## src/hw/rtl/sas_pkg.sv

```systemverilog
// ----------------------------------------------------------------------------
// sas_pkg
// Shared codes, defaults and controller/datapath command types for the
// slot allocator with free-slot stack.
// ----------------------------------------------------------------------------
package sas_pkg;

  // Default sizing
  localparam int unsigned SLOT_COUNT_DEF = 1024;
  localparam int unsigned ID_WIDTH_DEF   = 16;

  // Operation codes carried on mode
  localparam logic [1:0] MODE_FILL   = 2'd0;
  localparam logic [1:0] MODE_REMOVE = 2'd1;
  localparam logic [1:0] MODE_READ   = 2'd2;
  localparam logic [1:0] MODE_WRITE  = 2'd3;

  // Result status codes
  localparam logic [1:0] STAT_OK    = 2'd0;
  localparam logic [1:0] STAT_FULL  = 2'd1;
  localparam logic [1:0] STAT_EMPTY = 2'd2;
  localparam logic [1:0] STAT_RANGE = 2'd3;

  // Controller to datapath commands
  typedef struct packed {
    logic clear;   // write one entry of the clearing pass
    logic launch;  // capture a word and issue the memory reads
    logic exec;    // decide, update memories and count, register the result
  } sas_cmd_t;

  // Datapath to controller status
  typedef struct packed {
    logic clear_last;  // clearing pass is on its final entry
  } sas_stat_t;

endpackage

```

## src/hw/rtl/sas_ctrl.sv

```systemverilog
// ----------------------------------------------------------------------------
// sas_ctrl
// Sequencer: clearing pass after reset, then an accept step and an execute
// step for each word.
// ----------------------------------------------------------------------------
module sas_ctrl (
  input  logic             clk,
  input  logic             rst,
  input  logic             start,
  input  sas_pkg::sas_stat_t stat,
  output sas_pkg::sas_cmd_t  cmd,
  output logic             busy
);
  import sas_pkg::*;

  typedef enum logic [2:0] {
    ST_CLEAR = 3'b001,
    ST_IDLE  = 3'b010,
    ST_EXEC  = 3'b100
  } sas_state_t;

  sas_state_t state;
  sas_state_t state_next;

  // Next state
  always_comb begin
    state_next = state;
    case (state)
      ST_CLEAR: begin
        if (stat.clear_last) state_next = ST_IDLE;
      end
      ST_IDLE: begin
        if (start) state_next = ST_EXEC;
      end
      ST_EXEC: begin
        state_next = ST_IDLE;
      end
      default: begin
        state_next = ST_CLEAR;
      end
    endcase
  end

  always_ff @(posedge clk) begin
    if (rst) begin
      state <= ST_CLEAR;
    end else begin
      state <= state_next;
    end
  end

  // Drive commands from the current state
  always_comb begin
    cmd.clear  = (state == ST_CLEAR);
    cmd.launch = (state == ST_IDLE) && start;
    cmd.exec   = (state == ST_EXEC);
  end

  assign busy = (state != ST_IDLE);

endmodule

```

## config.mk

```make
export PLATFORM = sky130hd
export DESIGN_NAME = sas_ctrl
export DESIGN_NICKNAME = d
export VERILOG_FILES = /design/src/hw/rtl/sas_pkg.sv /design/src/hw/rtl/sas_ctrl.sv
export SDC_FILE = /design/constraint.sdc
export NUM_CORES = 1
export LEC_CHECK = 0
export BUFFER_PORTS_ARGS = -buffer_cell sky130_fd_sc_hd__buf_4
export CAP_MARGIN = 20
export CORE_AREA = 2 2 39 41
export DETAILED_ROUTE_END_ITERATION = 16
export DIE_AREA = 0 0 41 43
export PLACE_DENSITY = 0.31
export SLEW_MARGIN = 20
export SYNTH_ARGS = -nofsm -noshare
export SYNTH_HDL_FRONTEND = slang
export SYNTH_SLANG_ARGS = --single-unit
```

## constraint.sdc

```tcl
create_clock -name clk -period 1.3 [get_ports clk]
set_clock_uncertainty 0.2 [all_clocks]
set_input_delay 0 -clock clk [delete_from_list [all_inputs] [get_ports clk]]
set_output_delay 0 -clock clk [all_outputs]
set_load 0.005 [all_outputs]
```

==> out/results.tsv <==
metric	value	unit
most frequent cells in the layout	buf_4, clkbuf_4, buf_6	
routed len/inst	8.83	µm
Post-Syn Area	144	µm²
count of cell types in the netlist	10	
hold slack	-152	ps
Mapped Nets	17	
Power Dens Cells	994	nW/µm²
failing checks	negative hold slack, negative setup slack	
Final Setup Violations	4	
Core Region	1380	µm²
Initial Util	0.104	
Final Wtd Congestion	0.632	
Buffers on Ports	7	
Die Ht	43	µm
hold depth	3	
Synth Area in Adders	0	
largest register by flop count	state	
DRT iter0 DRCs	4	
RSZ-0062 raised after global routing	yes	
vias per inst	3.85	
Critical Path Sink Type	output pin	
# diodes	0	
vias in the first global route	197	
Seq cells post-synth	3	
initial antenna violation count	0	
Rows	14	
clk sinks	3	
number of flip-flops in the largest register	3	
Critical R2R Launch	state[0]$_SDFFE_PP1P_	
critical path class	reg -> out	
CTS H-Tree Depth	1	
fin crit share	1.09	
Worst setup SP type	flop	
Worst Path Required	1100	ps
multiplexer area fraction after synthesis	0	
first-pass GRT wire length	745	µm
Area Growth Syn to Fin	117	%
Gate Count Post-Synth	13	
setup_tns	-332	ps
xor-xnor portion of the synthesized cell area	0	
final worst slack	-115	ps
Clock Path Buffers	2	
hold path start	start	
root buffer cell	clkbuf_4	
Clk pin slew, worst setup/hold paths	40	ps
Hold Path End	state[1]$_SDFFE_PP0P_	
Syn Area/Cell	11.1	µm²
CP arrival	1210	ps
pin count of the biggest net entering global routing	7	
Die Wd	41	µm
Ys Warns	0	
leakage	0.133	nW
gr ovfl total	0	
CTS Hold Buffers Added	2	
register area share after synthesis	0.417	
Post-route DRC	0	
Final nets	35	
total power	0.311	mW
layout cell share with drive strength beyond 1	0.700	
Fin. Hold Viols	1	
worst setup path startpoint	state[2]$_SDFFE_PP0P_	
Max IR drop VDD	0.287	mV
Regs by FF count	state (3)	
max_slew headroom	0.877	
CP max FO	5	
DRT antenna net count	0	
Fmax achieved	707	MHz
total track usage	0.0622	
simple-gate share of the synthesized area	0.452	
Worst Hold Class	in -> reg	
num ports	8	
r2r endpoint	state[1]$_SDFFE_PP0P_	
Routed WL	406	µm
Reg2Reg Setup Slack	-60	ps
Die Area	1760	µm²
Synth Area in Compound Gates	0.104	
worst r2r path cells	3	
CTS tree	yes	
Max-cap violations	0	
worst skew pair latency	230	ps
Num CTS Buffers	3	
Slew Limit Fails	0	
largest family of logic cells by synthesized area	simple AND/OR/NAND/NOR gates	
Slew @ Worst Pin	183	ps
most common library cell in the layout ignoring fill and taps	buf_4	
outcome	finished, violations left	
Util after Layout	0.226	
DRT Pass-1 Iters	2	
final worst path period need	1410	ps
vias	177	
[Yosys cell counts]
library cell  instances  area [µm²]
a31o_2                1        8.76
a31oi_1               1        6.26
and4bb_2              1        12.5
dfxtp_1               3        60.1
inv_1                 1        3.75
nand4bb_1             1        11.3
nor2b_1               1        6.26
nor3b_1               1        7.51
or3b_1                2        17.5
or4b_1                1        10.0
[layer usage]
metal  global-route usage  share of wire
met2                0.109           0.65
met4               0.0600              0
met5                    0              0
met3                    0              0
met1               0.0577           0.34
[power breakdown]
group          leakage (nW)  total, mW  switching [mW]  internal (mW)
clock                0.0150      0.165          0.0496          0.115
combinational        0.0925     0.0438          0.0124         0.0314
sequential           0.0255      0.102         0.00568         0.0966
total                 0.133      0.311          0.0677          0.243
[logic make-up after synthesis]
kind of cell | count (synthesis)
AOI/OAI and AO/OA | 2
buffers and inverters | 1
DFF | 3
and+or+nand+nor | 7
[critical path, stage by stage (launching register included)]
cell	delay, ps
dfxtp_4	350
or3b_4	390
buf_6	130
inv_2	40
buf_6	80
[worst max path at each step]
| stage | endpoint | slack, ps |
|---|---|---|
| final | cmd[0] | -110 |
| after global routing | cmd[0] | -140 |
| after CTS | cmd[0] | -120 |
| after detailed placement | state[0]$_SDFFE_PP1P_ | 20 |
| after global placement | state[0]$_SDFFE_PP1P_ | -0.3 |
| after floorplan | state[0]$_SDFFE_PP1P_ | 30 |
[layout make-up]
type / instances / area, µm²
fillers: 159 / 1070
repair buffers: 13 / 114
multi-input cells: 9 / 82.6
flip-flops and latches: 3 / 66.3
clock buffers: 4 / 26.3
well taps: 16 / 20.0
inverters: 1 / 3.75
[through the flow]
step | std cells | setup WS [ps] | cell area [µm²]
floorplan | 13 | 32.4 | 144
global placement | 38 | -0.267 | 231
detailed placement | 38 | 17.3 | 231
CTS | 46 | -119 | 307
global route | 46 | -144 | 313
finish | 46 | -115 | 313
[repair_timing]
item,4_1_cts,5_1_grt
hold endpoints to repair,3,1
pin swaps,1,1
cloned,0,0
setup buffers,2,0
gates resized for setup,7,2
setup endpoints to repair,2,5
Note: power is estimated with default switching activity, not from simulation.
